`src/hdl/affr_pkg.sv`:
```
// Shared types, constants and command codes for the ADC frame resistance block.
`default_nettype none
package affr_pkg;

  localparam int SAMPLE_BITS_DEF = 12;
  localparam int CHANNELS        = 5;
  localparam int CH_W            = 3;
  localparam logic [CH_W-1:0] CH_LAST = CH_W'(CHANNELS - 1);

  // channel positions in a frame
  localparam logic [CH_W-1:0] CH_PRIMARY   = 3'd0;
  localparam logic [CH_W-1:0] CH_VOLTAGE   = 3'd1;
  localparam logic [CH_W-1:0] CH_SECONDARY = 3'd2;

  localparam int UW     = 34;  // signed voltage / denominator width
  localparam int DIV_NW = 40;  // dividend width (u * 1000)
  localparam int DIV_DW = 33;  // divisor width (|den|)

  localparam logic [31:0] RECIP10  = 32'hCCCCCCCD;  // 2^35 / 10, rounded up
  localparam logic [31:0] RECIP100 = 32'h51EB851F;  // 2^37 / 100, rounded up
  localparam int RECIP10_SH  = 35;
  localparam int RECIP100_SH = 37;

  localparam logic [6:0] WEIGHT_FULL = 7'd100;
  localparam int CNT_MIN_U   = 3;
  localparam int CNT_MIN     = 10;
  localparam int LOW_THRESH  = 4000;
  localparam int HIGH_THRESH = 6000;
  localparam int R_LOW_MAX   = 6999;
  localparam int R_HIGH_MAX  = 299999;
  localparam int MV_MAX      = 27000000;
  localparam int MV_PER_V    = 1000;

  typedef enum logic [2:0] {
    REG_FILTER_WEIGHT  = 3'd0,
    REG_VOLT_GAIN      = 3'd1,
    REG_VOLT_OFFSET    = 3'd2,
    REG_CUR_GAIN_LOW   = 3'd3,
    REG_CUR_OFF_LOW    = 3'd4,
    REG_CUR_GAIN_HIGH  = 3'd5,
    REG_CUR_OFF_HIGH   = 3'd6,
    REG_OVERVOLT_LIMIT = 3'd7
  } cfg_reg_t;

  typedef enum logic [3:0] {
    OP_NONE, OP_FSUM, OP_FDIV, OP_PV, OP_QV, OP_PL, OP_QL, OP_PH, OP_QH,
    OP_PREP, OP_FIN
  } op_t;

  typedef enum logic [3:0] {
    ST_IDLE, ST_FSUM, ST_FDIV, ST_PV, ST_QV, ST_PL, ST_QL, ST_PH, ST_QH,
    ST_PREP, ST_DIV, ST_FIN
  } state_t;

  typedef struct packed {
    logic            load;   // latch input beat
    op_t             op;
    logic [CH_W-1:0] ch;
  } ctrl_cmd_t;

  typedef struct packed {
    logic div_done;
  } dp_status_t;

endpackage
`default_nettype wire

```
`src/hdl/affr_div.sv`:
```
// Restoring unsigned divider, one quotient bit per cycle.
`default_nettype none
module affr_div import affr_pkg::*; #(
  parameter int NW = DIV_NW,
  parameter int DW = DIV_DW
) (
  input  wire logic          clk,
  input  wire logic          rst,
  input  wire logic          start,
  input  wire logic [NW-1:0] dividend,
  input  wire logic [DW-1:0] divisor,
  output logic      [NW-1:0] quotient,
  output logic               done
);
  localparam int CW = $clog2(NW + 1);

  logic [DW-1:0] rem;
  logic [NW-1:0] quo;
  logic [CW-1:0] cnt;
  logic          busy;
  logic [DW:0]   trial;
  logic          fits;

  assign trial = {rem, quo[NW-1]};
  assign fits  = trial >= {1'b0, divisor};

  always_ff @(posedge clk) begin
    if (rst) begin
      busy <= 1'b0;
      cnt  <= '0;
    end else if (start) begin
      busy <= 1'b1;
      cnt  <= CW'(NW);
    end else if (busy) begin
      cnt <= cnt - 1'b1;
      if (cnt == CW'(1)) busy <= 1'b0;
    end
  end

  always_ff @(posedge clk) begin
    if (start) begin
      rem <= '0;
      quo <= dividend;
    end else if (busy) begin
      rem <= fits ? DW'(trial - {1'b0, divisor}) : trial[DW-1:0];
      quo <= {quo[NW-2:0], fits};
    end
  end

  assign quotient = quo;
  assign done     = !busy;
endmodule
`default_nettype wire

```
`src/hdl/affr_ctrl.sv`:
```
// Sequencer: steps the datapath through filter, calibration and division.
`default_nettype none
module affr_ctrl import affr_pkg::*; (
  input  wire logic       clk,
  input  wire logic       rst,
  input  wire logic       in_valid,
  output logic            in_stall,
  output logic            out_valid,
  input  wire logic       out_stall,
  input  wire dp_status_t status,
  output ctrl_cmd_t       cmd
);
  state_t          state, state_next;
  logic [CH_W-1:0] ch, ch_next;
  logic            out_valid_next;

  always_ff @(posedge clk) begin
    if (rst) begin
      state     <= ST_IDLE;
      ch        <= '0;
      out_valid <= 1'b0;
    end else begin
      state     <= state_next;
      ch        <= ch_next;
      out_valid <= out_valid_next;
    end
  end

  assign in_stall = state != ST_IDLE;

  always_comb begin
    state_next     = state;
    ch_next        = ch;
    out_valid_next = out_valid && out_stall;
    cmd.load       = 1'b0;
    cmd.op         = OP_NONE;
    cmd.ch         = ch;
    case (state)
      ST_IDLE: begin
        ch_next = '0;
        if (in_valid) begin
          cmd.load   = 1'b1;
          state_next = ST_FSUM;
        end
      end
      ST_FSUM: begin
        cmd.op     = OP_FSUM;
        state_next = ST_FDIV;
      end
      ST_FDIV: begin
        cmd.op = OP_FDIV;
        if (ch == CH_LAST) begin
          state_next = ST_PV;
        end else begin
          ch_next    = ch + 1'b1;
          state_next = ST_FSUM;
        end
      end
      ST_PV: begin cmd.op = OP_PV; state_next = ST_QV; end
      ST_QV: begin cmd.op = OP_QV; state_next = ST_PL; end
      ST_PL: begin cmd.op = OP_PL; state_next = ST_QL; end
      ST_QL: begin cmd.op = OP_QL; state_next = ST_PH; end
      ST_PH: begin cmd.op = OP_PH; state_next = ST_QH; end
      ST_QH: begin cmd.op = OP_QH; state_next = ST_PREP; end
      ST_PREP: begin
        cmd.op     = OP_PREP;
        state_next = ST_DIV;
      end
      ST_DIV: begin
        if (status.div_done) state_next = ST_FIN;
      end
      ST_FIN: begin
        if (!out_valid || !out_stall) begin
          cmd.op         = OP_FIN;
          out_valid_next = 1'b1;
          state_next     = ST_IDLE;
        end
      end
      default: state_next = ST_IDLE;
    endcase
  end
endmodule
`default_nettype wire

```
`src/hdl/affr_datapath.sv`:
```
// Datapath: config registers, filters, shared multiplier, dividers, result register.
`default_nettype none
module affr_datapath import affr_pkg::*; #(
  parameter int SAMPLE_BITS = SAMPLE_BITS_DEF
) (
  input  wire logic                   clk,
  input  wire logic                   rst,
  input  wire ctrl_cmd_t              cmd,
  output dp_status_t                  status,
  input  wire logic                   cfg_write,
  input  wire logic [2:0]             cfg_index,
  input  wire logic [15:0]            cfg_data,
  input  wire logic [SAMPLE_BITS-1:0] sample_primary,
  input  wire logic [SAMPLE_BITS-1:0] sample_voltage,
  input  wire logic [SAMPLE_BITS-1:0] sample_secondary,
  input  wire logic [SAMPLE_BITS-1:0] sample_battery,
  input  wire logic [SAMPLE_BITS-1:0] sample_zero_wire,
  input  wire logic                   first_frame,
  output logic [12:0]                 resistance_low_range,
  output logic [18:0]                 resistance_high_range,
  output logic [25:0]                 source_millivolts,
  output logic [SAMPLE_BITS-1:0]      filtered_primary,
  output logic [SAMPLE_BITS-1:0]      filtered_voltage,
  output logic [SAMPLE_BITS-1:0]      filtered_secondary,
  output logic [SAMPLE_BITS-1:0]      filtered_battery,
  output logic [SAMPLE_BITS-1:0]      filtered_zero_wire,
  output logic                        overvolt_trip
);
  localparam int SW   = SAMPLE_BITS;
  localparam int SUMW = SW + 7;

  // configuration
  logic [6:0]         filter_weight;
  logic [15:0]        volt_gain, cur_gain_low, cur_gain_high, overvolt_limit;
  logic signed [15:0] volt_offset, cur_off_low, cur_off_high;

  always_ff @(posedge clk) begin
    if (rst) begin
      filter_weight  <= WEIGHT_FULL;
      volt_gain      <= 16'd10;
      volt_offset    <= '0;
      cur_gain_low   <= 16'd10;
      cur_off_low    <= '0;
      cur_gain_high  <= 16'd10;
      cur_off_high   <= '0;
      overvolt_limit <= 16'hFFFF;
    end else if (cfg_write) begin
      case (cfg_reg_t'(cfg_index))
        REG_FILTER_WEIGHT:  filter_weight  <= cfg_data[6:0];
        REG_VOLT_GAIN:      volt_gain      <= cfg_data;
        REG_VOLT_OFFSET:    volt_offset    <= cfg_data;
        REG_CUR_GAIN_LOW:   cur_gain_low   <= cfg_data;
        REG_CUR_OFF_LOW:    cur_off_low    <= cfg_data;
        REG_CUR_GAIN_HIGH:  cur_gain_high  <= cfg_data;
        REG_CUR_OFF_HIGH:   cur_off_high   <= cfg_data;
        REG_OVERVOLT_LIMIT: overvolt_limit <= cfg_data;
        default: ;
      endcase
    end
  end

  // input beat and filter state
  logic [SW-1:0] samp [CHANNELS];
  logic [SW-1:0] filt [CHANNELS];
  logic          start_r;

  always_ff @(posedge clk) begin
    if (cmd.load) begin
      samp[0] <= sample_primary;
      samp[1] <= sample_voltage;
      samp[2] <= sample_secondary;
      samp[3] <= sample_battery;
      samp[4] <= sample_zero_wire;
      start_r <= first_frame;
    end
  end

  // start of measurement: weight 100 loads the raw sample exactly
  logic [6:0]      k_eff;
  logic [SUMW-1:0] fsum;
  logic [SUMW:0]   fsum_next;

  always_comb begin
    if (start_r || filter_weight > WEIGHT_FULL) k_eff = WEIGHT_FULL;
    else                                         k_eff = filter_weight;
    fsum_next = (SUMW+1)'(samp[cmd.ch]) * (SUMW+1)'(k_eff)
              + (SUMW+1)'(filt[cmd.ch]) * (SUMW+1)'(WEIGHT_FULL - k_eff);
  end

  // shared multiplier
  logic [31:0] mul_a, mul_b;
  logic [63:0] mul_p, prod;

  always_comb begin
    mul_a = '0;
    mul_b = '0;
    case (cmd.op)
      OP_FDIV: begin mul_a = 32'(fsum);               mul_b = RECIP100; end
      OP_PV:   begin mul_a = 32'(filt[CH_VOLTAGE]);   mul_b = 32'(volt_gain); end
      OP_PL:   begin mul_a = 32'(filt[CH_PRIMARY]);   mul_b = 32'(cur_gain_low); end
      OP_PH:   begin mul_a = 32'(filt[CH_SECONDARY]); mul_b = 32'(cur_gain_high); end
      OP_QV, OP_QL, OP_QH: begin mul_a = prod[31:0]; mul_b = RECIP10; end
      default: ;
    endcase
  end
  assign mul_p = 64'(mul_a) * 64'(mul_b);

  logic signed [UW-1:0] u, den_l, den_h, q10;
  assign q10 = $signed(UW'(mul_p[63:RECIP10_SH]));

  // flags and run state
  logic [1:0] ov_run;
  logic       trip;
  logic       zero_l, zero_h, max_l, max_h, neg_l, neg_h;

  logic [DIV_NW-1:0] num;
  logic [DIV_DW-1:0] dabs_l, dabs_h;
  logic [DIV_NW-1:0] quo_l, quo_h;
  logic              done_l, done_h;
  logic signed [UW-1:0] ov_level;
  logic       ov_hit;
  logic [1:0] run_base, run_new;
  logic       cu_low;

  assign num      = DIV_NW'(u[DIV_DW-1:0]) * DIV_NW'(MV_PER_V);
  assign dabs_l   = den_l[UW-1] ? DIV_DW'(-den_l) : den_l[DIV_DW-1:0];
  assign dabs_h   = den_h[UW-1] ? DIV_DW'(-den_h) : den_h[DIV_DW-1:0];
  // u/1000 > limit  <=>  u >= (limit+1)*1000
  assign ov_level = $signed((UW'(overvolt_limit) + UW'(1)) * UW'(MV_PER_V));
  assign ov_hit   = u >= ov_level;
  assign run_base = start_r ? 2'd0 : ov_run;
  assign run_new  = (run_base == 2'd3) ? 2'd3 : run_base + 2'd1;
  assign cu_low   = filt[CH_VOLTAGE] < SW'(CNT_MIN);

  always_ff @(posedge clk) begin
    if (rst) begin
      for (int i = 0; i < CHANNELS; i++) filt[i] <= '0;
      ov_run <= '0;
      trip   <= 1'b0;
    end else begin
      if (cmd.op == OP_FDIV) filt[cmd.ch] <= mul_p[RECIP100_SH +: SW];
      if (cmd.op == OP_PREP) begin
        if (ov_hit) begin
          ov_run <= run_new;
          trip   <= (start_r ? 1'b0 : trip) || (run_new == 2'd3);
        end else begin
          ov_run <= '0;
          trip   <= start_r ? 1'b0 : trip;
        end
      end
    end
  end

  always_ff @(posedge clk) begin
    case (cmd.op)
      OP_FSUM: fsum <= fsum_next[SUMW-1:0];
      OP_PV, OP_PL, OP_PH: prod <= mul_p;
      OP_QV: u <= (filt[CH_VOLTAGE] < SW'(CNT_MIN_U)) ? '0 : q10 + UW'(volt_offset);
      OP_QL: den_l <= q10 + UW'(cur_off_low);
      OP_QH: den_h <= q10 + UW'(cur_off_high);
      OP_PREP: begin
        zero_l <= cu_low || (u < UW'(LOW_THRESH));
        zero_h <= cu_low || (u < UW'(HIGH_THRESH));
        max_l  <= (filt[CH_PRIMARY] < SW'(CNT_MIN)) || (den_l == '0);
        max_h  <= (filt[CH_SECONDARY] < SW'(CNT_MIN)) || (den_h == '0);
        neg_l  <= den_l[UW-1];
        neg_h  <= den_h[UW-1];
      end
      default: ;
    endcase
  end

  affr_div #(.NW(DIV_NW), .DW(DIV_DW)) u_div_low (
    .clk, .rst, .start(cmd.op == OP_PREP), .dividend(num), .divisor(dabs_l),
    .quotient(quo_l), .done(done_l)
  );
  affr_div #(.NW(DIV_NW), .DW(DIV_DW)) u_div_high (
    .clk, .rst, .start(cmd.op == OP_PREP), .dividend(num), .divisor(dabs_h),
    .quotient(quo_h), .done(done_h)
  );
  assign status.div_done = done_l && done_h;

  // negative denominator: a nonzero quotient is negative and saturates,
  // a zero quotient stays zero
  logic [12:0] r_low;
  logic [18:0] r_high;
  always_comb begin
    if (zero_l)
      r_low = '0;
    else if (max_l || (neg_l && quo_l != '0) || quo_l > DIV_NW'(R_LOW_MAX))
      r_low = 13'(R_LOW_MAX);
    else
      r_low = quo_l[12:0];
    if (zero_h)
      r_high = '0;
    else if (max_h || (neg_h && quo_h != '0) || quo_h > DIV_NW'(R_HIGH_MAX))
      r_high = 19'(R_HIGH_MAX);
    else
      r_high = quo_h[18:0];
  end

  always_ff @(posedge clk) begin
    if (cmd.op == OP_FIN) begin
      resistance_low_range  <= r_low;
      resistance_high_range <= r_high;
      source_millivolts     <= (u > UW'(MV_MAX)) ? 26'(MV_MAX) : u[25:0];
      filtered_primary      <= filt[0];
      filtered_voltage      <= filt[1];
      filtered_secondary    <= filt[2];
      filtered_battery      <= filt[3];
      filtered_zero_wire    <= filt[4];
      overvolt_trip         <= trip;
    end
  end
endmodule
`default_nettype wire

```
`src/hdl/adc_frame_filter_resistance_calc.sv`:
```
// Top level of the ADC frame filter and insulation resistance calculator.
//
// Input channel: one beat is a frame of five ADC samples plus first_frame,
// taken when in_valid is high and in_stall low. in_stall is high while a
// frame is in work, so frames are processed one at a time.
// Output channel: one beat per frame, held in an output register with
// out_valid until out_stall is low. A new frame is taken while a finished
// result still waits; the block only stalls at its last step if the
// previous result has not left yet.
// Steps from accepted frame to out_valid: the five filter channels (sum,
// then reciprocal multiply by 1/100) on one shared multiplier, the
// voltage and two current calibrations, a setup step, the two
// resistance divisions (bit-serial dividers running in parallel, 40-bit
// dividend), and the load of the output register. A new frame is taken
// only once the sequencer is back in its idle state after that load.
// Reset (rst, synchronous): filters, run counter and trip flag clear,
// config registers take their defaults, no beat is pending.
// Config writes (cfg_write, cfg_index, cfg_data) take effect at once;
// write them only while no frame is in work.
`default_nettype none
module adc_frame_filter_resistance_calc import affr_pkg::*; #(
  parameter int SAMPLE_BITS = SAMPLE_BITS_DEF
) (
  input  wire logic                   clk,
  input  wire logic                   rst,
  input  wire logic                   cfg_write,
  input  wire logic [2:0]             cfg_index,
  input  wire logic [15:0]            cfg_data,
  input  wire logic                   in_valid,
  output logic                        in_stall,
  input  wire logic [SAMPLE_BITS-1:0] sample_primary,
  input  wire logic [SAMPLE_BITS-1:0] sample_voltage,
  input  wire logic [SAMPLE_BITS-1:0] sample_secondary,
  input  wire logic [SAMPLE_BITS-1:0] sample_battery,
  input  wire logic [SAMPLE_BITS-1:0] sample_zero_wire,
  input  wire logic                   first_frame,
  output logic                        out_valid,
  input  wire logic                   out_stall,
  output logic [12:0]                 resistance_low_range,
  output logic [18:0]                 resistance_high_range,
  output logic [25:0]                 source_millivolts,
  output logic [SAMPLE_BITS-1:0]      filtered_primary,
  output logic [SAMPLE_BITS-1:0]      filtered_voltage,
  output logic [SAMPLE_BITS-1:0]      filtered_secondary,
  output logic [SAMPLE_BITS-1:0]      filtered_battery,
  output logic [SAMPLE_BITS-1:0]      filtered_zero_wire,
  output logic                        overvolt_trip
);
  ctrl_cmd_t  cmd;
  dp_status_t status;

  // sequencer
  affr_ctrl u_ctrl (
    .clk, .rst, .in_valid, .in_stall, .out_valid, .out_stall, .status, .cmd
  );

  // arithmetic and state
  affr_datapath #(.SAMPLE_BITS(SAMPLE_BITS)) u_dp (
    .clk, .rst, .cmd, .status,
    .cfg_write, .cfg_index, .cfg_data,
    .sample_primary, .sample_voltage, .sample_secondary, .sample_battery,
    .sample_zero_wire, .first_frame,
    .resistance_low_range, .resistance_high_range, .source_millivolts,
    .filtered_primary, .filtered_voltage, .filtered_secondary,
    .filtered_battery, .filtered_zero_wire, .overvolt_trip
  );
endmodule
`default_nettype wire

```
`config.mk`:
```
export PLATFORM = sky130hd
export DESIGN_NAME = adc_frame_filter_resistance_calc
export DESIGN_NICKNAME = d
export VERILOG_FILES = /design/src/hdl/affr_pkg.sv /design/src/hdl/affr_div.sv /design/src/hdl/affr_ctrl.sv /design/src/hdl/affr_datapath.sv /design/src/hdl/adc_frame_filter_resistance_calc.sv
export SDC_FILE = /design/constraint.sdc
export NUM_CORES = 2
export LEC_CHECK = 0
export BUFFER_PORTS_ARGS = -buffer_cell sky130_fd_sc_hd__buf_4
export CAP_MARGIN = 0
export CORE_ASPECT_RATIO = 1.5
export CORE_UTILIZATION = 40
export CTS_BUF_LIST = sky130_fd_sc_hd__clkbuf_4 sky130_fd_sc_hd__clkbuf_8
export DETAILED_ROUTE_END_ITERATION = 12
export RECOVER_POWER = 100
export SLEW_MARGIN = 20
export SYNTH_ARGS = -nofsm -noshare
export SYNTH_HDL_FRONTEND = slang
export SYNTH_HIERARCHICAL = 1
export SYNTH_SLANG_ARGS = --single-unit
```
`constraint.sdc`:
```
create_clock -name clk -period 18.25 [get_ports clk]
set_input_delay 3.65 -clock clk [delete_from_list [all_inputs] [get_ports clk]]
set_output_delay 3.65 -clock clk [all_outputs]
set_load 0.03 [all_outputs]
```
==> impl_metrics.toml <==
[run_status]
outcome = "finished, violations left"
violations = "max-capacitance violations, max-slew violations"

[synthesis]
synth_area_um2 = 80700
async_flop_share_pct = 0
synth_cell_type_count = 106
netlist_instances = 8189
synth-seq-cells = 716
synth-edff-count = 506
synth_flop_cell = "edfxtp_1"
ys_seq_area_share_pct = 24.0
postSynthAreaPerCell_um2 = 9.86
yosysWarnings = 6

[worst_setup_path]
path_delay_family = "compound AO/OA/AOI/OAI gates"
cpPeakStageDelay_ns = 1.08
worst-path-buf-inv = 12
crit_arrival_ns = 17.77
cp-start-kind = "primary input"
crit_required_ns = 18.86
cp-end-kind = "flip-flop"
timing.critical_path.from = "out_stall"
cpMaxStageDelayCell = "or2_0"
critPathKind = "in2reg"
worstPathMaxFanout = 19
reg2reg_from = "u_ctrl/state[3]"

[grt]
grt_use_met3_pct = 3.49
grt_pass1_vias = 64300
grt_start_max_net_pins = 136
antenna_found_initial = 28
met2_usage_pct = 45.4
grt_util_all_layers_pct = 25.5
grt_busiest_layer = "met2"
overflow = 0
use_met1_pct = 28.3
grt_pass1_wl_mm = 390

[min_path]
hp-class = "reg2reg"
hp-start = "u_dp/cur_gain_high[8]"

[timing]
rsz0062_at_grt = "no"
slew_violations = 853
setup_viol = 0
hold_violations = 0
clock_skew_ns = 0.112
tightest_slew_ns = 6.92
finalCritPeriodShare_pct = 94.0
tns_ns = 0
fmax_mhz = 58.3
fin_crit_ns = 17.16
fin_ws_ns = 1.09
slew_headroom_pct = -361

[clock_tree]
cts.sinks = 716
post_cts_buffers = 0
numCtsBuffers = 119
clockBufferDepth = 3
clkTransAtPathRegs_ns = 0.07
holdBufCountCts = 0
h-tree-depth = 3
clkLatencyLatePin_ns = 0.89
cts-root-buf = "clkbuf_8"
cts_resized = 0
cts_tree = "built"

[detailed_routing]
first_iter_violations = 3901
ant_nets = 0
dr.pass1.iters = 6
wl_per_cell_um = 22.5
wirelength_mm = 257
route.detailed.drc = 0
route.vias.total = 59700
viasPerCell = 5.23

[layout]
mostFrequentLayoutCells = "inv_1, fa_1, ha_1, nand2_1, nor2_1"
final_net_count = 10600
drive_gt1_share_pct = 7.46
final.fill_count = 19400
fin_cells = 11400
final_common_cell = "inv_1"
fin_area_um2 = 89000
syn_to_final_growth_pct = 10.3

[die]
rows = 201
initial_utilization_pct = 40.3
die-height_um = 552
dieArea_um2 = 204000
chipWidth_um = 369
ios = 206
core_um2 = 200000

[power]
power.density_nw_per_um2 = 153
p_leak_uw = 0.0416
peakVddDrop_mv = 0.261

[job]
cap_violations = 16

[placed_design]
pre_cts_ws_ns = 1.09
placed_cells = 11200
dpl_cell_area_um2 = 86900
place_congestion = 1.01
port_buffers = 205
dp_hpwl_mm = 215
-- worst paths after layout --
kind                           endpoint  slack, ns  cells after the start
setup / recovery             u_dp/u[28]       1.09                     48
hold / removal    u_dp/cur_gain_high[8]       0.46                      2
setup reg to reg             u_dp/u[28]       3.33                     47
hold reg to reg   u_dp/cur_gain_high[8]       0.46                      2
-- metrics by stage --
| stage | hold slack, ns | utilization [%] | total power, uW |
|---|---|---|---|
| 3_3_place_gp | 0.438 | 43.4 | 11900 |
| 3_5_place_dp | 0.447 | 43.4 | 12000 |
| 4_1_cts | 0.450 | 44.8 | 13800 |
| 5_1_grt | 0.465 | 44.5 | 14600 |
| 6_report | 0.456 | 44.5 | 13600 |
| 2_1_floorplan | 0.408 | - | 8420 |
-- synthesized netlist by cell type (41+ instances only) --
cell         n  area (um2)
nor2_1     558        2090
dfxtp_1    210        4200
xnor2_1    235        2060
o21ai_0    190         951
nand2_1    672        2520
a211oi_1    58         435
and2_1     104         651
mux2_2     106        1190
edfxtp_1   506       15200
nand2b_1    82         513
xor2_1      86         753
o21bai_1    47         353
nor2b_1     60         375
o21a_1      41         308
nand4_1     51         319
nand3_1     79         395
mux2i_1     59         591
a21o_1     137        1030
a21oi_1    419        2100
or2_2       41         257
inv_1     1678        6300
ha_1       773        9670
fa_1      1120       22400
nor3_1      93         465
clkbuf_1   182         683
-- power by group --
group | total, uW | leakage, uW | internal, uW | switching (uW)
registers | 2310 | 0.00638 | 2220 | 84.7
logic | 9620 | 0.0338 | 3550 | 6070
clock network | 1700 | 0.00145 | 941 | 761
-- sequential cells by signal, indices dropped and copies added (netlist names), 16 cells and up --
name                        cells
u_dp/cur_gain_high             16
u_dp/cur_gain_low              16
u_dp/cur_off_high              16
u_dp/cur_off_low               16
u_dp/den_h                     31
u_dp/den_l                     31
u_dp/filt                      96
u_dp/fsum                      19
u_dp/overvolt_limit            16
u_dp/prod                      32
u_dp/resistance_high_range     19
u_dp/samp                      60
u_dp/source_millivolts         26
u_dp/u                         31
u_dp/u_div_high/quotient       40
u_dp/u_div_high/rem            33
u_dp/u_div_low/quotient        40
u_dp/u_div_low/rem             33
u_dp/volt_gain                 16
u_dp/volt_offset               16
-- layer usage --
layer / routed length, um / part of all wire, %
met1: 93400 / 36
met3: 12900 / 5.0
met5: 48 / 0.019
met4: 20300 / 7.9
met2: 130000 / 51
-- worst reg2reg max path: cells and delay by family, from the launching register on --
| kind | cells | cell delay, ns |
|---|---|---|
| and+or+nand+nor | 6 | 1.83 |
| DFF | 1 | 0.57 |
| buffers and inverters | 11 | 1.51 |
| adders and majority gates | 10 | 4.69 |
| xor gates and xnor gates | 1 | 0.42 |
| AOI/OAI and AO/OA | 19 | 5.66 |
-- logic make-up after synthesis --
kind of cell / synth area share (%)
and+or+nand+nor: 11.1
buffers and inverters: 8.99
adders and majority gates: 39.8
AOI/OAI and AO/OA: 10.2
DFF: 24.0
xor gates and xnor gates: 3.48
muxes: 2.46
other: 0.00930
-- area by class of cell --
| class | instances | area [um2] | share of cell area (%) |
|---|---|---|---|
| Multi-Input combinational cell | 5767 | 54900 | 61.7 |
| Timing Repair Buffer | 384 | 2260 | 2.54 |
| Clock buffer | 159 | 1990 | 2.24 |
| Inverter | 1679 | 6300 | 7.08 |
| Antenna cell | 16 | 40.0 | 0.0450 |
| Clock inverter | 67 | 825 | 0.926 |
| Sequential cell | 716 | 19400 | 21.8 |
| Tap cell | 2639 | 3300 | 3.71 |
No activity file was read; power rests on OpenSTA's default activity.
